--- src/design/tlj_pkg.sv ---
// ---------------------------------------------------------------------------
// Text line justifier package
// Shared widths, payload types, the line descriptor and the width clamp.
// ---------------------------------------------------------------------------
package tlj_pkg;

   localparam int MAX_WIDTH   = 32;
   localparam int CHAR_W      = 8;
   localparam int CFG_W       = 6;
   localparam int POS_W       = $clog2(MAX_WIDTH + 1);
   localparam int IDX_W       = $clog2(MAX_WIDTH);
   localparam int GAP_W       = $clog2(MAX_WIDTH / 2 + 1);
   localparam int LINE_DEPTH  = 2 * MAX_WIDTH;
   localparam int LADDR_W     = $clog2(LINE_DEPTH);
   localparam int QUEUE_DEPTH = 2;
   localparam int QCNT_W      = $clog2(QUEUE_DEPTH + 1);
   localparam int QPTR_W      = $clog2(QUEUE_DEPTH);
   localparam int OUT_DEPTH   = 4;
   localparam int OCNT_W      = $clog2(OUT_DEPTH + 1);
   localparam int OPTR_W      = $clog2(OUT_DEPTH);

   localparam logic [CHAR_W-1:0] SPACE_CHAR  = 8'h20;
   localparam logic [CFG_W-1:0]  WIDTH_RESET = CFG_W'(MAX_WIDTH);

   typedef struct packed {
      logic [CHAR_W-1:0] in_char;
      logic              word_end;
      logic              text_end;
   } req_type;

   typedef struct packed {
      logic [CHAR_W-1:0] out_char;
      logic              line_end;
   } rsp_type;

   // One packed line waiting in a line buffer.
   typedef struct packed {
      logic                 buf_sel;
      logic [POS_W-1:0]     len;
      logic [MAX_WIDTH-1:0] gap_mask;
      logic [GAP_W-1:0]     gap_count;
      logic                 justify;
   } line_desc_type;

   typedef struct packed {
      logic               en;
      logic [LADDR_W-1:0] addr;
      logic [CHAR_W-1:0]  data;
   } line_wr_type;

   // Zero acts as one, anything above the built maximum acts as the maximum.
   function automatic logic [POS_W-1:0] eff_width(input logic [CFG_W-1:0] w);
      logic [POS_W-1:0] r;
      if (w == '0) begin
         r = POS_W'(1);
      end else if (w > CFG_W'(MAX_WIDTH)) begin
         r = POS_W'(MAX_WIDTH);
      end else begin
         r = POS_W'(w);
      end
      return r;
   endfunction

endpackage

--- src/design/tlj_ram.sv ---
// ---------------------------------------------------------------------------
// Generic RAM
// One write port and one read port with registered read data.
// ---------------------------------------------------------------------------
module tlj_ram #(
   parameter int WIDTH = 8,
   parameter int DEPTH = 32
) (
   input  logic                     clock,
   input  logic                     wr_en,
   input  logic [$clog2(DEPTH)-1:0] wr_addr,
   input  logic [WIDTH-1:0]         wr_data,
   input  logic [$clog2(DEPTH)-1:0] rd_addr,
   output logic [WIDTH-1:0]         rd_data
);

   logic [WIDTH-1:0] mem_ff [DEPTH];
   logic [WIDTH-1:0] rd_data_ff;

   always_ff @(posedge clock) begin
      if (wr_en) begin
         mem_ff[wr_addr] <= wr_data;
      end
      rd_data_ff <= mem_ff[rd_addr];
   end

   assign rd_data = rd_data_ff;

endmodule

--- src/design/tlj_line_queue.sv ---
// ---------------------------------------------------------------------------
// Line descriptor queue
// Holds finished lines between the packer and the emitter. An entry stays at
// the head until its line has been fully emitted, so it also tracks buffer use.
// ---------------------------------------------------------------------------
module tlj_line_queue
   import tlj_pkg::*;
(
   input  logic          clock,
   input  logic          reset,
   input  logic          push,
   input  line_desc_type push_desc,
   input  logic          pop,
   output logic [QCNT_W-1:0] count,
   output line_desc_type head
);

   line_desc_type      slot_ff [QUEUE_DEPTH];
   logic [QPTR_W-1:0]  wr_ptr_ff, wr_ptr_in;
   logic [QPTR_W-1:0]  rd_ptr_ff, rd_ptr_in;
   logic [QCNT_W-1:0]  cnt_ff, cnt_in;

   always_comb begin
      wr_ptr_in = push ? QPTR_W'(wr_ptr_ff + 1'b1) : wr_ptr_ff;
      rd_ptr_in = pop ? QPTR_W'(rd_ptr_ff + 1'b1) : rd_ptr_ff;
      cnt_in    = QCNT_W'(cnt_ff + QCNT_W'(push) - QCNT_W'(pop));
   end

   always_ff @(posedge clock) begin
      if (reset) begin
         wr_ptr_ff <= '0;
         rd_ptr_ff <= '0;
         cnt_ff    <= '0;
      end else begin
         wr_ptr_ff <= wr_ptr_in;
         rd_ptr_ff <= rd_ptr_in;
         cnt_ff    <= cnt_in;
      end
   end

   always_ff @(posedge clock) begin
      if (push) begin
         slot_ff[wr_ptr_ff] <= push_desc;
      end
   end

   assign count = cnt_ff;
   assign head  = slot_ff[rd_ptr_ff];

endmodule

--- src/design/tlj_front.sv ---
// ---------------------------------------------------------------------------
// Line packer
// Collects word characters, decides where each finished word goes, copies it
// into the line buffer under construction and hands finished lines on.
// ---------------------------------------------------------------------------
module tlj_front
   import tlj_pkg::*;
(
   input  logic              clock,
   input  logic              reset,
   input  logic [POS_W-1:0]  width,
   input  logic              push,
   output logic              full,
   input  req_type           req_data,
   input  logic [QCNT_W-1:0] q_count,
   output logic              q_push,
   output line_desc_type     q_push_desc,
   output line_wr_type       line_wr
);

   localparam logic [1:0] F_ACCEPT = 2'd0;
   localparam logic [1:0] F_FLUSH  = 2'd1;
   localparam logic [1:0] F_COPY   = 2'd2;
   localparam logic [1:0] F_FINAL  = 2'd3;

   logic [1:0]           state_ff, state_in;
   logic [POS_W-1:0]     wl_ff, wl_in;
   logic [POS_W-1:0]     ll_ff, ll_in;
   logic [MAX_WIDTH-1:0] gmask_ff, gmask_in;
   logic [GAP_W-1:0]     gcnt_ff, gcnt_in;
   logic                 holds_ff, holds_in;
   logic                 bsel_ff, bsel_in;
   logic [POS_W-1:0]     cp_ff, cp_in;
   logic [POS_W-1:0]     clen_ff, clen_in;
   logic [IDX_W-1:0]     dest_ff, dest_in;
   logic                 te_ff, te_in;
   logic                 wv_ff, wv_in;
   logic [LADDR_W-1:0]   wa_ff, wa_in;

   logic               accept;
   logic               wr_word;
   logic [POS_W-1:0]   wl_new;
   logic [POS_W:0]     fit_sum;
   logic               fits;
   logic               buf_free;
   logic               copy_issue;
   logic [CHAR_W-1:0]  word_rd_data;

   assign full     = (state_ff != F_ACCEPT);
   assign accept   = push && !full;
   assign wr_word  = accept && (wl_ff < width);
   assign wl_new   = POS_W'(wl_ff + POS_W'(wl_ff < width));
   assign fit_sum  = {1'b0, ll_ff} + (POS_W + 1)'(1) + {1'b0, wl_new};
   assign fits     = holds_ff && (fit_sum <= {1'b0, width});
   // The buffer being built is free whenever the queue does not hold both.
   assign buf_free = (q_count < QCNT_W'(QUEUE_DEPTH));

   always_comb begin
      state_in    = state_ff;
      wl_in       = wl_ff;
      ll_in       = ll_ff;
      gmask_in    = gmask_ff;
      gcnt_in     = gcnt_ff;
      holds_in    = holds_ff;
      bsel_in     = bsel_ff;
      cp_in       = cp_ff;
      clen_in     = clen_ff;
      dest_in     = dest_ff;
      te_in       = te_ff;
      copy_issue  = 1'b0;
      q_push      = 1'b0;
      q_push_desc = '{buf_sel: bsel_ff, len: ll_ff, gap_mask: gmask_ff,
                      gap_count: gcnt_ff, justify: 1'b1};
      unique case (state_ff)
         F_ACCEPT: begin
            if (accept) begin
               wl_in = wl_new;
               if (req_data.word_end || req_data.text_end) begin
                  wl_in   = '0;
                  clen_in = wl_new;
                  cp_in   = '0;
                  te_in   = req_data.text_end;
                  if (fits) begin
                     dest_in                     = IDX_W'(ll_ff + 1'b1);
                     gmask_in[ll_ff[IDX_W-1:0]]  = 1'b1;
                     gcnt_in                     = GAP_W'(gcnt_ff + 1'b1);
                     ll_in                       = POS_W'(fit_sum);
                     state_in                    = F_COPY;
                  end else if (holds_ff) begin
                     state_in = F_FLUSH;
                  end else begin
                     dest_in  = '0;
                     ll_in    = wl_new;
                     gmask_in = '0;
                     gcnt_in  = '0;
                     holds_in = 1'b1;
                     state_in = F_COPY;
                  end
               end
            end
         end
         F_FLUSH: begin
            if (buf_free) begin
               q_push   = 1'b1;
               bsel_in  = ~bsel_ff;
               dest_in  = '0;
               ll_in    = clen_ff;
               gmask_in = '0;
               gcnt_in  = '0;
               holds_in = 1'b1;
               state_in = F_COPY;
            end
         end
         F_COPY: begin
            if (buf_free) begin
               copy_issue = 1'b1;
               cp_in      = POS_W'(cp_ff + 1'b1);
               if (POS_W'(cp_ff + 1'b1) == clen_ff) begin
                  state_in = te_ff ? F_FINAL : F_ACCEPT;
               end
            end
         end
         F_FINAL: begin
            if (buf_free) begin
               q_push              = 1'b1;
               q_push_desc.justify = 1'b0;
               bsel_in             = ~bsel_ff;
               ll_in               = '0;
               gmask_in            = '0;
               gcnt_in             = '0;
               holds_in            = 1'b0;
               state_in            = F_ACCEPT;
            end
         end
      endcase
   end

   // Word memory reads are registered; line writes are delayed to match.
   assign wv_in = copy_issue;
   assign wa_in = {bsel_ff, IDX_W'(dest_ff + cp_ff[IDX_W-1:0])};

   always_ff @(posedge clock) begin
      if (reset) begin
         state_ff <= F_ACCEPT;
         wl_ff    <= '0;
         ll_ff    <= '0;
         gmask_ff <= '0;
         gcnt_ff  <= '0;
         holds_ff <= 1'b0;
         bsel_ff  <= 1'b0;
         wv_ff    <= 1'b0;
      end else begin
         state_ff <= state_in;
         wl_ff    <= wl_in;
         ll_ff    <= ll_in;
         gmask_ff <= gmask_in;
         gcnt_ff  <= gcnt_in;
         holds_ff <= holds_in;
         bsel_ff  <= bsel_in;
         wv_ff    <= wv_in;
      end
   end

   always_ff @(posedge clock) begin
      cp_ff   <= cp_in;
      clen_ff <= clen_in;
      dest_ff <= dest_in;
      te_ff   <= te_in;
      wa_ff   <= wa_in;
   end

   tlj_ram #(
      .WIDTH (CHAR_W),
      .DEPTH (MAX_WIDTH)
   ) u_word_ram (
      .clock   (clock),
      .wr_en   (wr_word),
      .wr_addr (wl_ff[IDX_W-1:0]),
      .wr_data (req_data.in_char),
      .rd_addr (cp_ff[IDX_W-1:0]),
      .rd_data (word_rd_data)
   );

   assign line_wr = '{en: wv_ff, addr: wa_ff, data: word_rd_data};

endmodule

--- src/design/tlj_back.sv ---
// ---------------------------------------------------------------------------
// Line emitter
// Takes the line at the head of the queue, splits the padding over its gaps
// with a bit-serial divider and streams the line into a small output queue.
// ---------------------------------------------------------------------------
module tlj_back
   import tlj_pkg::*;
(
   input  logic               clock,
   input  logic               reset,
   input  logic [POS_W-1:0]   width,
   input  logic [QCNT_W-1:0]  q_count,
   input  line_desc_type      q_head,
   output logic               q_pop,
   output logic [LADDR_W-1:0] line_rd_addr,
   input  logic [CHAR_W-1:0]  line_rd_data,
   output logic               empty,
   input  logic               pop,
   output rsp_type            rsp_data
);

   localparam logic [1:0] B_IDLE = 2'd0;
   localparam logic [1:0] B_DIV  = 2'd1;
   localparam logic [1:0] B_EMIT = 2'd2;
   localparam int STEP_W = $clog2(POS_W + 1);

   logic [1:0]         bstate_ff, bstate_in;
   logic [POS_W-1:0]   div_ff, div_in;
   logic [GAP_W-1:0]   rem_ff, rem_in;
   logic [STEP_W-1:0]  step_ff, step_in;
   logic [POS_W-1:0]   pos_ff, pos_in;
   logic [POS_W-1:0]   idx_ff, idx_in;
   logic [GAP_W-1:0]   g_ff, g_in;
   logic [POS_W-1:0]   sp_ff, sp_in;
   logic               bv_ff, bv_in;
   logic               bspace_ff, bspace_in;
   logic               bend_ff, bend_in;

   rsp_type            ofifo_ff [OUT_DEPTH];
   logic [OPTR_W-1:0]  owr_ff, ord_ff;
   logic [OCNT_W-1:0]  ocnt_ff;

   logic [POS_W-1:0]   pad;
   logic [GAP_W:0]     rem_sh;
   logic               q_bit;
   logic               adv;
   logic               last;
   logic               out_pop;

   assign pad    = (q_head.len < width) ? POS_W'(width - q_head.len) : '0;
   assign rem_sh = {rem_ff, div_ff[POS_W-1]};
   assign q_bit  = (rem_sh >= {1'b0, q_head.gap_count});
   // Room is reserved for the character still in flight from the line memory.
   assign adv    = (OCNT_W'(ocnt_ff + OCNT_W'(bv_ff)) < OCNT_W'(OUT_DEPTH));
   assign last   = (pos_ff == POS_W'(width - 1'b1));

   always_comb begin
      bstate_in = bstate_ff;
      div_in    = div_ff;
      rem_in    = rem_ff;
      step_in   = step_ff;
      pos_in    = pos_ff;
      idx_in    = idx_ff;
      g_in      = g_ff;
      sp_in     = sp_ff;
      bv_in     = 1'b0;
      bspace_in = 1'b1;
      bend_in   = last;
      q_pop     = 1'b0;
      unique case (bstate_ff)
         B_IDLE: begin
            pos_in = '0;
            idx_in = '0;
            g_in   = '0;
            sp_in  = '0;
            if (q_count != '0) begin
               if (q_head.justify && (q_head.gap_count != '0)) begin
                  div_in    = pad;
                  rem_in    = '0;
                  step_in   = STEP_W'(POS_W);
                  bstate_in = B_DIV;
               end else begin
                  div_in    = '0;
                  rem_in    = '0;
                  bstate_in = B_EMIT;
               end
            end
         end
         B_DIV: begin
            // Restoring division, one quotient bit per cycle.
            div_in  = {div_ff[POS_W-2:0], q_bit};
            rem_in  = q_bit ? GAP_W'(rem_sh - {1'b0, q_head.gap_count})
                            : GAP_W'(rem_sh);
            step_in = STEP_W'(step_ff - 1'b1);
            if (step_ff == STEP_W'(1)) begin
               bstate_in = B_EMIT;
            end
         end
         B_EMIT: begin
            if (adv) begin
               bv_in  = 1'b1;
               pos_in = POS_W'(pos_ff + 1'b1);
               if (sp_ff != '0) begin
                  sp_in = POS_W'(sp_ff - 1'b1);
               end else if (idx_ff < q_head.len) begin
                  idx_in = POS_W'(idx_ff + 1'b1);
                  if (q_head.gap_mask[idx_ff[IDX_W-1:0]]) begin
                     // This separator is widened: quotient plus one while the
                     // remainder lasts; the separator itself goes out now.
                     sp_in = POS_W'(div_ff + POS_W'(g_ff < rem_ff));
                     g_in  = GAP_W'(g_ff + 1'b1);
                  end else begin
                     bspace_in = 1'b0;
                  end
               end
               if (last) begin
                  q_pop     = 1'b1;
                  bstate_in = B_IDLE;
               end
            end
         end
         default: begin
            bstate_in = B_IDLE;
         end
      endcase
   end

   assign line_rd_addr = {q_head.buf_sel, idx_ff[IDX_W-1:0]};

   always_ff @(posedge clock) begin
      if (reset) begin
         bstate_ff <= B_IDLE;
         bv_ff     <= 1'b0;
      end else begin
         bstate_ff <= bstate_in;
         bv_ff     <= bv_in;
      end
   end

   always_ff @(posedge clock) begin
      div_ff    <= div_in;
      rem_ff    <= rem_in;
      step_ff   <= step_in;
      pos_ff    <= pos_in;
      idx_ff    <= idx_in;
      g_ff      <= g_in;
      sp_ff     <= sp_in;
      bspace_ff <= bspace_in;
      bend_ff   <= bend_in;
   end

   // Output queue.
   assign out_pop = pop && !empty;

   always_ff @(posedge clock) begin
      if (reset) begin
         owr_ff  <= '0;
         ord_ff  <= '0;
         ocnt_ff <= '0;
      end else begin
         if (bv_ff) begin
            owr_ff <= OPTR_W'(owr_ff + 1'b1);
         end
         if (out_pop) begin
            ord_ff <= OPTR_W'(ord_ff + 1'b1);
         end
         ocnt_ff <= OCNT_W'(ocnt_ff + OCNT_W'(bv_ff) - OCNT_W'(out_pop));
      end
   end

   always_ff @(posedge clock) begin
      if (bv_ff) begin
         ofifo_ff[owr_ff] <= '{out_char: bspace_ff ? SPACE_CHAR : line_rd_data,
                               line_end: bend_ff};
      end
   end

   assign empty    = (ocnt_ff == '0);
   assign rsp_data = ofifo_ff[ord_ff];

endmodule

--- src/design/text_line_full_justifier.sv ---
// ---------------------------------------------------------------------------
// Text line full justifier
// Packs word characters greedily into lines of the configured width and
// emits them one character per transaction, fully justified but for a text's last line.
//
// Input queue: push a character with req_data while full is low; word_end
// marks the last character of a word, text_end the last one of the text.
// Result queue: while empty is low rsp_data holds the oldest character, pop
// takes it; line_end marks the last character of every line.
// csr_wr_en with csr_wr_data sets the line width; write it only while idle.
// After the last character of a word the packer copies it from the word
// memory into the line buffer, with a flush step for each line that it
// closes; full stays high meanwhile.
// A justified line is handed over in the flush step after the word that
// closes it is taken; a bit-serial divide then splits the padding, and one
// character leaves per cycle while the output queue has room. A line with
// no gaps, or a text's last line, skips the divide. Two line buffers let
// one line be emitted while the next builds.
// When the receiver stalls, the 4-entry output queue fills, the emitter
// holds, and full rises once both line buffers are taken.
// Reset empties all queues and sets the width to 32; no clearing pass.
// ---------------------------------------------------------------------------
module text_line_full_justifier
   import tlj_pkg::*;
(
   input  logic              clock,
   input  logic              reset,
   input  logic              push,
   output logic              full,
   input  req_type           req_data,
   output logic              empty,
   input  logic              pop,
   output rsp_type           rsp_data,
   input  logic              csr_wr_en,
   input  logic [CFG_W-1:0]  csr_wr_data
);

   logic [CFG_W-1:0]   width_ff;
   logic [POS_W-1:0]   width;
   logic [QCNT_W-1:0]  q_count;
   logic               q_push;
   logic               q_pop;
   line_desc_type      q_push_desc;
   line_desc_type      q_head;
   line_wr_type        line_wr;
   logic [LADDR_W-1:0] line_rd_addr;
   logic [CHAR_W-1:0]  line_rd_data;

   always_ff @(posedge clock) begin
      if (reset) begin
         width_ff <= WIDTH_RESET;
      end else if (csr_wr_en) begin
         width_ff <= csr_wr_data;
      end
   end

   assign width = eff_width(width_ff);

   tlj_front u_front (
      .clock       (clock),
      .reset       (reset),
      .width       (width),
      .push        (push),
      .full        (full),
      .req_data    (req_data),
      .q_count     (q_count),
      .q_push      (q_push),
      .q_push_desc (q_push_desc),
      .line_wr     (line_wr)
   );

   tlj_line_queue u_line_queue (
      .clock     (clock),
      .reset     (reset),
      .push      (q_push),
      .push_desc (q_push_desc),
      .pop       (q_pop),
      .count     (q_count),
      .head      (q_head)
   );

   tlj_ram #(
      .WIDTH (CHAR_W),
      .DEPTH (LINE_DEPTH)
   ) u_line_ram (
      .clock   (clock),
      .wr_en   (line_wr.en),
      .wr_addr (line_wr.addr),
      .wr_data (line_wr.data),
      .rd_addr (line_rd_addr),
      .rd_data (line_rd_data)
   );

   tlj_back u_back (
      .clock        (clock),
      .reset        (reset),
      .width        (width),
      .q_count      (q_count),
      .q_head       (q_head),
      .q_pop        (q_pop),
      .line_rd_addr (line_rd_addr),
      .line_rd_data (line_rd_data),
      .empty        (empty),
      .pop          (pop),
      .rsp_data     (rsp_data)
   );

endmodule

--- config.mk ---
export PLATFORM = sky130hd
export DESIGN_NAME = text_line_full_justifier
export DESIGN_NICKNAME = d
export VERILOG_FILES = /design/src/design/tlj_pkg.sv /design/src/design/tlj_ram.sv /design/src/design/tlj_line_queue.sv /design/src/design/tlj_front.sv /design/src/design/tlj_back.sv /design/src/design/text_line_full_justifier.sv
export SDC_FILE = /design/constraint.sdc
export NUM_CORES = 1
export LEC_CHECK = 0
export ABC_AREA = 1
export BUFFER_PORTS_ARGS = -buffer_cell sky130_fd_sc_hd__buf_2
export CAP_MARGIN = 20
export CORE_ASPECT_RATIO = 1.75
export CORE_UTILIZATION = 45
export CTS_CLUSTER_SIZE = 30
export DETAILED_ROUTE_END_ITERATION = 10
export GPL_ROUTABILITY_DRIVEN = 0
export PLACE_DENSITY = 0.67
export REMOVE_ABC_BUFFERS = 1
export SYNTH_ARGS = -nofsm -noshare
export SYNTH_HDL_FRONTEND = slang
export SYNTH_HIERARCHICAL = 1
export SYNTH_SLANG_ARGS = --single-unit
export TNS_END_PERCENT = 10
--- constraint.sdc ---
create_clock -name clock -period 10.5 [get_ports clock]
set_input_delay 3.15 -clock clock [delete_from_list [all_inputs] [get_ports clock]]
set_output_delay 3.15 -clock clock [all_outputs]
set_load 0.05 [all_outputs]
# Yosys cells after proc, flatten, opt, wreduce, memory -nomap -nowiden
# Memories as Yosys holds them, arrays and structs flattened. A register that Yosys moved wholly into a read port is not among the register bits.
# Cells that the tools add are included.
# Widths: inputs -> output; s select.
# word_totals
ram_bits	894
out_inout_bits	11
mem_count	4
ff_bits	137
input_bits	21
# classes
n_mux	104
n_addsub	24
reduce_logical	43
magnitude_cmp	12
bitwise_logic	6
n_eq_ne	27
# mem_list
name	words	width	rd	rd_ports_with_merged_regs	write_ports	line_no	text
u_line_ram.mem_ff	64	8	1	1	1	tlj_ram.sv:17	logic [WIDTH-1:0] mem_ff [DEPTH];
u_front.u_word_ram.mem_ff	32	8	1	1	1	tlj_ram.sv:17	
u_line_queue.slot_ff	2	45	1	1	1	tlj_line_queue.sv:18	line_desc_type slot_ff [QUEUE_DEPTH];
u_back.ofifo_ff	4	9	1	1	1	tlj_back.sv:39	rsp_type ofifo_ff [OUT_DEPTH];
# ops
op	count
$mux 32	5
$mux 6	23
$mux 5	14
$pmux 32 s2	1
$pmux 6 s2	5
$pmux 5 s2	4
$mux 2	16
$or 32x32->32	1
$ne 2x1->1 const B	14
$mux 1	26
$add 6x1->6 const B	3
$lt 6x6->1	3
$pmux 6 s3	1
$reduce_and 6->1	3
$reduce_and 4->1	4
$add 5x1->5 const B	3
$reduce_and 5->1	3
$reduce_bool 2->1	7
$add 6x1->6	2
$eq 6x6->1	2
$lt 5x6->1 const B	2
$sub 6x1->6 const B	2
$mux 8	1
$pmux 2 s4	1
45 further kinds	70

# Logic depth before layout (Yosys ltp)
# Gate-level depths: netlist of the first run.
# logic_depth
word_depth	12
ltp_mapped	34
ltp_nobuf	33

# By module
# The synthesis of the first run kept the hierarchy.
# modules_own_cells
mod	area_each_um2	n_inst	seq_area_each_um2	cells_per_inst
tlj_ram (u_line_ram)	21339.2	1	15534.9	1805
tlj_ram (u_front.u_word_ram)	10786.6	1	7847.5	922
tlj_back	5291.3	1	2472.4	609
tlj_front	4664.5	1	1741.7	668
tlj_line_queue	3667.3	1	2802.7	169
text_line_full_justifier	261.5	1	120.1	41

# Worst setup path before layout of the first run
# No wires, ideal clock.
# synth_path
path_type	input-to-reg
startpoint	input port push
endpoint	memory u_front.u_word_ram.mem_ff[11][0] (enable)
arrival_ns	4.531
path_buffers	0
stages	6
setup_slack_ns	5.598
cell_sequence	inv_1 -> nor2_1 -> inv_1 -> a211oi_1 -> nand3_1 -> nor2_1
# synth_via
elab_chain_len	4
# synth_rtl
element	line_no	text
from (decl)	text_line_full_justifier.sv:28	input logic push,
$logic_and 1x1->1	tlj_front.sv:50	assign accept = push && !full;
$logic_and 1x1->1	tlj_front.sv:51	assign wr_word = accept && (wl_ff < width);
named net u_front.wr_word	tlj_front.sv:41	logic wr_word;
$mux 1	tlj_ram.sv:21	if (wr_en) begin
$mux 1 (not written as such)	tlj_ram.sv:22	mem_ff[wr_addr] <= wr_data;
to (decl)	tlj_ram.sv:17	
# The timed path passes the listed nets, and every way through them passes these cells.

# Final worst setup path of the first run
# layout_path
startpoint	register width_ff[5]
endpoint	register u_front.dest_ff[0] (enable)
# layout_via
elab_chain_len	10
elab_cells_between_ends	11
classes_between	add/sub (2); order compare (3); eq/ne (1); mux (2); reduce/logical (3)
# layout_rtl
element	line_no	text
from (decl)	text_line_full_justifier.sv:38	logic [CFG_W-1:0] width_ff;
from (signal assigned)	text_line_full_justifier.sv:53	width_ff <= csr_wr_data;
$gt 6x6->1	tlj_pkg.sv:56	end else if (w > CFG_W'(MAX_WIDTH)) begin
$mux 6	tlj_pkg.sv:56	
$mux 6 *	tlj_pkg.sv:54	if (w == '0) begin
named net width[4]	text_line_full_justifier.sv:39	logic [POS_W-1:0] width;
$lt 6x6->1 *	tlj_front.sv:52	assign wl_new = POS_W'(wl_ff + POS_W'(wl_ff < width));
$add 6x1->6 *	tlj_front.sv:52	
named net u_front.wl_new[4]	tlj_front.sv:42	logic [POS_W-1:0] wl_new;
$add 7x6->7 *	tlj_front.sv:53	assign fit_sum = {1'b0, ll_ff} + (POS_W + 1)'(1) + {1'b0, wl_new};
$le 7x6->1 *	tlj_front.sv:54	assign fits = holds_ff && (fit_sum <= {1'b0, width});
$logic_and 1x1->1 *	tlj_front.sv:54	
$ne 3x3->1 (no line) *	n/a	
$reduce_and 5->1 (no line) *	n/a	
to (signal assigned)	tlj_front.sv:167	dest_ff <= dest_in;
to (decl)	tlj_front.sv:35	logic [IDX_W-1:0] dest_ff, dest_in;
# Mark *: on every way through the listed nets, which the timed path passes. The rest lies on a longest branch.
# A chain may end at the register's enable or synchronous reset.

==> impl_results.md, run 1 <==
* Int Power at roughly 7.1 mW
* DP Wirelength at ~67,000 um
* Number of I/O pins at 32
* Clock-pin slew on the worst setup and hold paths at about 60 ps
* Die width at about 240 um
* Sequential share of the synthesized area at roughly two thirds
* Vias post-DR at 29,700
* Clk Latency, worst-skew pair at 690 ps
* Die Y at roughly 430 um
* Post-synth EDFFs at 949
* Final Util at 49.28%
* Worst Skew at approximately 36 ps
* Peak supply drop at 162.5 uV
* Max-cap check violation count at 0
* Setup crit start: width_ff[5]
* H-tree depth at 3
* Clock power share at ~36%
* Tot Pwr at around 9.7 mW
* First-pass GRT wire length at 165,600 um
* Setup-failing EPs final at 0
* Pins Over Slew Limit at 0
* Fin nets at around 4,300
* Placed cell count at roughly 5,400
* Pre-Repair DR Iteration Count at 6
* Critical-path maximum fanout at 34
* Max stage delay cell, worst path: nor4_1
* Sequential cell fraction of total power at between 50% and 60%
* Final setup TNS at 0 ps
* Antenna diode count at 0
* Switch Pwr at 2.628 mW
* Setup Buffers After CTS at 0
* Grt ovf at 0
* DP Area at 46,570 um2
* Hold Path Origin: u_front/bsel_ff
* Row cnt at roughly 150
* Reg2reg start: width_ff[5]
* Critical Path Start Type: register
* Post-route cell area at 49,760 um2
* Final wirelength at between 100,000 and 150,000 um
* Buffers on Ports at 31
* CTS tree: done
* Hold Violations, Final at 0
* Count leader, synth: nand2_1
* Power share of the combinational group at between 10 and 15%
* Leakage dissipation at 18.57 nW
* Req. time, crit path at ~11,000 ps
* Initial DRC Count at between 2,000 and 2,500
* Worst hold path type: reg2reg
* Clock period minus worst slack at 5958 ps
* Total global-route track usage at about a fifth
* Peak Freq at 167.9 MHz
* CTS Hold Bufs at 0
* Max stage delay on crit path at slightly below 800 ps
* Die ar. at between 100,000 and 150,000 um2
* Vias in the first global route at approximately 30,000
* Worst-margin pin slew at ~1100 ps
* WP data arrival at between 6000 and 7000 ps
* Count of different cell masters after synthesis at 56
* Root buffer cell: clkbuf_16
* Fin crit share at between 50% and 60%
* Layout cells sized above 1 at around 7.7%
* Rel. slew slack at a little under a quarter
* Most frequent CP cell: nand2_1
* Wire per inst at 19.42 um
* Critical setup path kind: reg2reg
* Sw Ratio at between 20% and 30%
* CP Capture Type: register
* Commonest cells in the netlist: 1,255 x nand2_1, 949 x edfxtp_1, 749 x nand3_1, 282 x nor2_1, 257 x inv_1
* DRC at 0
* RSZ-0062 raised after global routing: false
* Syn Inst Count at between 4,000 and 5,000
* Initial antenna violation count at 0
* Area contributors post-synth: edfxtp_1 62%, nand2_1 10%, nand3_1 8.1%, dfxtp_1 4.4%, nor2_1 2.3%
* Core Area at ~100,000 um2
* PostCTS Resize Cnt at 0
* Largest net degree at the start of global routing at approximately 200
* Async S/R FF share, synth at 0%
* Power per cell area at between 150 and 200 nW/um2
* Post-synth top area cell: edfxtp_1
* Num CTS Buffers at 93
* Clock sink count at between 1,000 and 1,500
* Via density at 5.330
* Avg Cell Area, Syn at around 11 um2
* Share of the synthesized area in the top cell type at between 60% and 70%
* Mapped cell area at between 40,000 and 50,000 um2
* Register bit total from synthesis at around 1,100
* Ys Warns at 6
* Initial Util at 45.57%
* Outcome: complete, no violations
* P&R area growth vs syn at 8.150%
* Synth Flop Type: edfxtp_1
* Antenna viol nets, final at 0
* Post-Layout Cell Count at 5,571
* Clock buffer depth at 3
==> placed cells by master, fill, tap and decap left out, types with 11 or more instances in the layout <==
cell,Yosys,routed
a21oi_1,57,57
buf_2,69,31
buf_4,27,36
bufinv_16,0,11
clkbuf_1,31,15
clkbuf_16,0,94
clkinv_1,2,15
clkinv_2,0,17
dfxtp_1,101,92
edfxtp_1,949,949
ha_1,69,69
inv_1,257,255
inv_2,13,13
mux2_4,40,40
nand2_1,1255,1255
nand3_1,749,749
nand4_1,29,29
nor2_1,282,281
nor2_2,11,11
nor3_1,11,11
o21ai_0,61,61
o22ai_1,12,12
xnor2_1,12,12
xor2_1,21,21
==> layout make-up <==
type	instances	area, um2
Clock inverter	58	663.1
Inverter	275	1054
Clock buffer	114	2477
Multi-Input combinational cell	2678	12880
Fill cell	8978	51210
Timing Repair Buffer	70	493.0
Sequential cell	1050	30530
Tap cell	1326	1659
==> power groups by stage <==
stage / Sequential (mW) / Combinational, mW / Clock [mW]
after global placement: 5.01 / 1.30 / 0
after CTS: 4.93 / 1.33 / 3.53
after floorplan: 5.14 / 0.706 / 0
after detailed placement: 5.02 / 1.32 / 0
final: 4.93 / 1.33 / 3.48
after global routing: 4.94 / 1.46 / 3.68
==> metrics by stage <==
step                hold WS (ps)  worst slack (ps)
floorplan                  358.0              2992
global placement           380.2              4576
detailed placement         391.5              4466
CTS                        401.3              4595
global route               410.0              3918
finish                     393.3              4542
==> registers in the layout, summed over array words and instances, names as in the netlist, 8 cells and up, named ones only <==
register / flops
u_line_ram/rd_data: 8
u_back/ofifo_ff: 36
u_front/u_word_ram/mem_ff: 256
u_front/gmask_ff: 32
u_front/u_word_ram/rd_data: 8
u_line_ram/mem_ff: 512
u_line_queue/slot_ff: 90
==> final timing paths <==
path | endpoint | slack, ps | cells after the start
setup reg to reg | u_front/dest_ff[0] | 4540 | 28
hold reg to reg | u_front/wa_ff[5] | 390 | 0
setup / recovery | u_front/dest_ff[0] | 4540 | 28
hold / removal | u_front/wa_ff[5] | 390 | 0
==> cells by family (layout without fill, tap and decap cells) <==
| kind of cell | after synthesis | after routing | share of synthesized area [%] |
|---|---|---|---|
| simple gates | 2371 | 2371 | 21.95 |
| flops | 1050 | 1050 | 66.33 |
| buf+inv | 486 | 517 | 5.700 |
| compound gates | 156 | 156 | 1.912 |
| fa+ha+maj | 73 | 73 | 2.050 |
| mux | 45 | 45 | 1.428 |
| xor+xnor | 33 | 33 | 0.6282 |
==> critical path, delay by kind of cell, from the launching register on <==
kind	cells	cell delay, ps
AND/OR/NAND/NOR	16	2910
AO/OA/AOI/OAI	2	310
XOR/XNOR	1	190
buffers and inverters	4	390
flip-flops	1	400
adder cells (fa/ha/maj)	5	1390
==> per-layer routing <==
layer  vias to the layer above  GRT usage, %  wire length (um)
li1                      14310             -                 -
met1                     14170         21.99             38750
met2                       905         39.14             57820
met3                       314         2.314              5008
met4                         0         13.06              6591
met5                         -             0                 0
Note: power is estimated with default switching activity, not from simulation.
==> inputs of run 2 (changes only) <==
Clock period 10.5 ns to 6.1 ns, I/O delays scaled along.
==> impl_results.md, run 2 (synthesized netlist as in run 1, its figures left out) <==
* Outcome: complete, no violations (unchanged)
* Core Area at 101,000 um2 (unchanged)
* Die Y at 425 um (unchanged)
* Area of the multi-input gates at 12,880 um2 (unchanged)
* Setup-failing EPs final at 0 (unchanged)
* Hold Violations, Final at 0 (unchanged)
* R2R Setup Slk at 690 ps (was 4540 ps)
* Critical Path Start Type: register (unchanged)
* Cell family with most CP delay: simple AND/OR/NAND/NOR gates (unchanged)
* DP Wirelength at 67,600 um (was 66,770 um)
* Critical-path maximum fanout at 28 (was 34)
* CP Capture Type: register (unchanged)
* WP data arrival at 5980 ps (was 6260 ps)
* Hold path depth at 0 (unchanged)
* Req. time, crit path at 6670 ps (was 10,800 ps)
* Fin crit share at 88.64% (was 56.74%)
* Antenna diode count at 0 (unchanged)
* Commonest non-fill, non-tap cells in the layout: 1,255 x nand2_1, 949 x edfxtp_1, 749 x nand3_1 (unchanged)
* Initial DRC Count at 2,294 (was 2,401)
* Grt ovf at 0 (unchanged)
* Die ar. at 103,600 um2 (unchanged)
* Commonest non-fill, non-tap cell in the layout: nand2_1 (unchanged)
* Clock sink count at 1,050 (unchanged)
* Clock period minus worst slack at 5407 ps (was 5958 ps)
* Peak supply drop at 314.6 uV (was 162.5 uV)
* Clk Latency, worst-skew pair at 700 ps (was 690 ps)
* Clock buffer depth at 3 (unchanged)
* Via density at 5.364 (was 5.330)
* Hold EP: u_front/wa_ff[5] (unchanged)
* Antenna viol nets, final at 0 (unchanged)
* Max-cap check violation count at 0 (unchanged)
* H-tree depth at 3 (unchanged)
* Die width at 243.7 um (unchanged)
* Total global-route track usage at 20.88% (was 20.85%)
* P&R area growth vs syn at 8.172% (was 8.150%)
* Row cnt at 154 (unchanged)
* Power per cell area at 335.9 nW/um2 (was 195.7 nW/um2)
* R2R depth at 28 (unchanged)
* Top flop regs: u_line_ram/mem_ff x512, u_front/u_word_ram/mem_ff x256, u_line_queue/slot_ff x90 (unchanged)
* Final Util at 49.29% (was 49.28%)
* Fin nets at 4,266 (was 4,262)
* Reg2reg start: width_ff[5] (unchanged)
* Buffers on Ports at 31 (unchanged)
* Rel. slew slack at 21.77% (was 23.44%)
* Filler Cells Inserted at 9,000 (was 8,978)
* Most frequent CP cell: nand2_1 (unchanged)
* Peak Freq at 184.9 MHz (was 167.9 MHz)
* Largest net degree at the start of global routing at 164 (was 204)
* Final wirelength at 108,500 um (was 108,200 um)
* Pre-Repair DR Iteration Count at 6 (unchanged)
* Setup WS pre-CTS at 802.7 ps (was 4466 ps)
* Max stage delay on crit path at 420 ps (was 780 ps)
* Hold Path Origin: u_front/bsel_ff (unchanged)
* Number of I/O pins at 32 (unchanged)
* End of the worst register-to-register path: u_front/gcnt_ff[2] (was u_front/dest_ff[0])
* Layout cells sized above 1 at 7.815% (was 7.680%)
* Vias in the first global route at 29,760 (was 29,780)
* CTS tree: done (unchanged)
* Worst-margin pin slew at 1172 ps (was 1147 ps)
* Final worst slack at 693.0 ps (was 4542 ps)
* RSZ-0062 raised after global routing: false (unchanged)
* DRC at 0 (unchanged)
* Initial Util at 45.57% (unchanged)
* First-pass GRT wire length at 166,100 um (was 165,600 um)
* Root buffer cell: clkbuf_16 (unchanged)
* Initial antenna violation count at 0 (unchanged)
* Max reg flops at 512 (unchanged)
* Largest reg by FF count: u_line_ram/mem_ff (unchanged)
* Worst Skew at 44.45 ps (was 36.23 ps)
* Wire per inst at 19.47 um (was 19.42 um)
* Leakage dissipation at 18.59 nW (was 18.57 nW)
* Max stage delay cell, worst path: nor2_1 (was nor4_1)
* Num CTS Buffers at 92 (was 93)
* CP bufs+invs at 3 (was 4)
* Sequential Area at 30,530 um2 (unchanged)
* Critical setup path kind: reg2reg (unchanged)
* Pins Over Slew Limit at 0 (unchanged)
* CTS Hold Bufs at 0 (unchanged)
* Worst hold path type: reg2reg (unchanged)
* Vias post-DR at 29,900 (was 29,700)
* PostCTS Resize Cnt at 0 (unchanged)
* Setup Buffers After CTS at 0 (unchanged)
* Clock-pin slew on the worst setup and hold paths at 70 ps (was 60 ps)
## run 2: per-layer routing
layer	share of wire (%)	up-vias	global-route usage, %
met5	0	-	0
met4	5.1	0	11.01
met3	5.0	292	2.888
met2	54	917	39.43
met1	36	14360	22.28
li1	-	14330	-
## run 2: worst register-to-register path, delay by kind of cell (launching register included)
kind | cells | cell delay (ps)
adders and majority gates | 5 | 1400
DFF | 1 | 400
buffers and inverters | 3 | 480
and+or+nand+nor | 17 | 2290
AOI/OAI and AO/OA | 2 | 320
xor gates and xnor gates | 1 | 410
## run 2: worst max-delay path by stage
stage / startpoint / end / cells after the start
5_1_grt: width_ff[5] / u_front/gcnt_ff[3] / 31
3_3_place_gp: width_ff[5] / u_front/gcnt_ff[4] / 31
2_1_floorplan: u_back/idx_ff[0] / u_line_ram/rd_data[4] / 9
6_report: width_ff[5] / u_front/gcnt_ff[2] / 28
4_1_cts: width_ff[5] / u_front/gmask_ff[11] / 31
3_5_place_dp: width_ff[5] / u_front/gcnt_ff[2] / 31
## run 2: through the flow
step / cells / cell area (um2) / hold WS, ps / total power [mW] / setup TNS [ps]
2_1_floorplan: 4003 / 44440 / 358.0 / 10.06 / -11260
3_3_place_gp: 5403 / 46640 / 373.7 / 10.89 / 0
3_5_place_dp: 5403 / 46640 / 380.8 / 10.93 / 0
4_1_cts: 5573 / 49750 / 390.0 / 16.81 / 0
5_1_grt: 5574 / 49770 / 422.8 / 17.32 / 0
6_report: 5574 / 49770 / 385.9 / 16.72 / 0
## run 2: final cells by class
| type | count | area share [%] |
|---|---|---|
| Sequential cell | 1050 | 61.34 |
| Clock inverter | 55 | 1.174 |
| Clock buffer | 115 | 5.071 |
| Multi-Input combinational cell | 2678 | 25.89 |
| Tap cell | 1326 | 3.334 |
| Inverter | 275 | 2.117 |
| Timing Repair Buffer | 75 | 1.076 |
## run 2: where the power goes
group | internal, mW | switching (mW) | total, mW
clock network | 3.27 | 2.64 | 5.92
logic | 0.533 | 1.79 | 2.32
registers | 8.34 | 0.141 | 8.48
==> inputs of run 3 (changes only) <==
Settings changed: CELL_PAD_IN_SITES_DETAIL_PLACEMENT set to 0, CELL_PAD_IN_SITES_GLOBAL_PLACEMENT set to 2, CORE_UTILIZATION 45 to 43, GPL_ROUTABILITY_DRIVEN 0 to unset, PLACE_DENSITY 0.67 to 0.86, TNS_END_PERCENT 10 to 30.
==> impl_results.md, run 3 (synthesized netlist as in run 1, its figures left out) <==
* Clock-pin slew on the worst setup and hold paths at 60 ps (was 70 ps)
* Final wirelength at 114,700 um (was 108,500 um)
* Area of the multi-input gates at 12,880 um2 (about the same)
* Final worst slack at 720.8 ps (was 693.0 ps)
* R2R Setup Slk at 720 ps (was 690 ps)
* Reg2reg start: width_ff[5] (unchanged)
* Pre-Repair DR Iteration Count at 7 (was 6)
* Hold EP: u_front/wa_ff[5] (unchanged)
* Row cnt at 158 (was 154)
* Clock sink count at 1,050 (unchanged)
* First-pass GRT wire length at 174,700 um (was 166,100 um)
* Core Area at 106,000 um2 (was 101,000 um2)
* Worst-margin pin slew at 1025 ps (was 1172 ps)
* Fin nets at 4,272 (was 4,266)
* Peak supply drop at 268.4 uV (was 314.6 uV)
* Buffers on Ports at 31 (unchanged)
* Max stage delay cell, worst path: nor2_1 (unchanged)
* Rel. slew slack at 31.64% (was 21.77%)
* Filler Cells Inserted at 9,727 (was 9,000)
* Peak Freq at 185.9 MHz (was 184.9 MHz)
* Die ar. at 108,400 um2 (was 103,600 um2)
* Die Y at 434.7 um (was 425 um)
* Clock period minus worst slack at 5379 ps (was 5407 ps)
* Hold Slack at 367.0 ps (was 385.9 ps)
* Grt ovf at 0 (unchanged)
* Worst Skew at 28.51 ps (was 44.45 ps)
* Setup-failing EPs final at 0 (unchanged)
* DP Wirelength at 71,480 um (was 67,600 um)
* Initial Util at 43.42% (was 45.57%)
* Critical setup path kind: reg2reg (unchanged)
* Worst hold path type: reg2reg (unchanged)
* Num CTS Buffers at 93 (was 92)
* Clock buffer depth at 3 (unchanged)
* PostCTS Resize Cnt at 0 (unchanged)
* Antenna viol nets, final at 0 (unchanged)
* Placed cell count at 5,441 (was 5,403)
* Sequential Area at 30,530 um2 (unchanged)
* Hold path depth at 0 (unchanged)
* Initial antenna violation count at 1 (was 0)
* Fin crit share at 88.18% (was 88.64%)
* Setup WS pre-CTS at 625.1 ps (was 802.7 ps)
* Post-route cell area at 49,930 um2 (was 49,770 um2)
* CTS tree: done (unchanged)
* DRC at 0 (unchanged)
* P&R area growth vs syn at 8.522% (was 8.172%)
* Most frequent CP cell: nand2_1 (unchanged)
* Root buffer cell: clkbuf_16 (unchanged)
* Wire per inst at 20.41 um (was 19.47 um)
* WP data arrival at 5950 ps (was 5980 ps)
* Setup Buffers After CTS at 0 (unchanged)
* Hold Path Origin: u_front/bsel_ff (unchanged)
* CTS Hold Bufs at 0 (unchanged)
* Commonest non-fill, non-tap cell in the layout: nand2_1 (unchanged)
* Top flop regs: u_line_ram/mem_ff x512, u_front/u_word_ram/mem_ff x256, u_line_queue/slot_ff x90 (unchanged)
* Commonest non-fill, non-tap cells in the layout: 1,255 x nand2_1, 949 x edfxtp_1, 749 x nand3_1 (unchanged)
* Hold Violations, Final at 0 (unchanged)
* DP Area at 46,730 um2 (was 46,640 um2)
* RSZ-0062 raised after global routing: false (unchanged)
* Vias post-DR at 29,210 (was 29,900)
* Power per cell area at 339.5 nW/um2 (was 335.9 nW/um2)
* Largest net degree at the start of global routing at 142 (was 164)
* Initial DRC Count at 1,892 (was 2,294)
* Critical Path Start Type: register (unchanged)
* Number of I/O pins at 32 (unchanged)
* Largest reg by FF count: u_line_ram/mem_ff (unchanged)
* R2R depth at 31 (was 28)
* Layout cells sized above 1 at 8.083% (was 7.815%)
* Via density at 5.199 (was 5.364)
* Total global-route track usage at 21.19% (was 20.88%)
* Clk Latency, worst-skew pair at 720 ps (was 700 ps)
* H-tree depth at 3 (unchanged)
* Die width at 249.3 um (was 243.7 um)
* Gp weighted congestion at roughly 0.80
* End of the worst register-to-register path: u_front/gcnt_ff[3] (was u_front/gcnt_ff[2])
* Max reg flops at 512 (unchanged)
* Max-cap check violation count at 0 (unchanged)
* Pins Over Slew Limit at 0 (unchanged)
* Req. time, crit path at 6670 ps (about the same)
* Vias in the first global route at 28,990 (was 29,760)
* Outcome: complete, no violations (unchanged)
* Max stage delay on crit path at 430 ps (was 420 ps)
* CP Capture Type: register (unchanged)
* Critical-path maximum fanout at 28 (unchanged)
* Leakage dissipation at 18.66 nW (was 18.59 nW)
* Post-Layout Cell Count at 5,618 (was 5,574)
## run 3: cell count changes in the layout (fill, tap and decap cells not counted), sizes merged
cell      change
buf           +5
bufinv        +6
clkbuf       -12
clkinv        +6
clkinvlp      +2
diode         +2
inv           +1
## run 3: layer usage
metal | wire length [um] | part of all wire [%] | GRT usage (%) | vias to the layer above
met2 | 62410 | 54 | 40.32 | 607
met5 | 0 | 0 | 0 | -
met1 | 43460 | 38 | 23.51 | 14060
met4 | 4701 | 4.1 | 9.847 | 0
met3 | 4116 | 3.6 | 1.961 | 205
li1 | - | - | - | 14330
## run 3: cell type report
class / count / share of cell area, %
well taps: 1360 / 3.408
multi-input cells: 2678 / 25.79
inverters: 275 / 2.110
repair buffers: 80 / 1.203
flip-flops and latches: 1050 / 61.14
clock inverters: 70 / 1.559
diodes: 2 / 0.01002
clock buffers: 103 / 4.776
## run 3: worst max path at each step
stage / slack [ps] / endpoint / cells after the start / start
floorplan: -1410 / u_line_ram/rd_data[4] / 9 / u_back/idx_ff[0]
global placement: 700 / u_front/gcnt_ff[3] / 32 / width_ff[5]
detailed placement: 630 / u_front/gcnt_ff[4] / 31 / width_ff[5]
CTS: 600 / u_front/gcnt_ff[3] / 31 / width_ff[5]
global route: 120 / u_front/gmask_ff[12] / 31 / width_ff[5]
finish: 720 / u_front/gcnt_ff[3] / 31 / width_ff[5]
## run 3: worst max-delay path: cells and delay by family (launching register included)
family	cells	cell delay, ps
AO/OA/AOI/OAI	2	330
XOR/XNOR	1	190
adder cells (fa/ha/maj)	5	1370
buffers and inverters	4	570
flip-flops	1	400
AND/OR/NAND/NOR	19	2360
## run 3: where the power goes
part           internal, mW  leakage [nW]  switching (mW)  total, mW
Sequential             8.33          9.49           0.146       8.48
Combinational         0.536          7.62            1.81       2.34
Clock                  3.41          1.54            2.72       6.13
Total                  12.3          18.7            4.67       17.0
## run 3: per-stage QoR
step	power [mW]	utilization [%]	TNS [ps]
detailed placement	11.00	44.10	0
CTS	17.12	47.08	0
floorplan	10.06	-	-11260
finish	16.95	47.12	0
global placement	10.98	44.07	0
global route	17.60	47.12	0
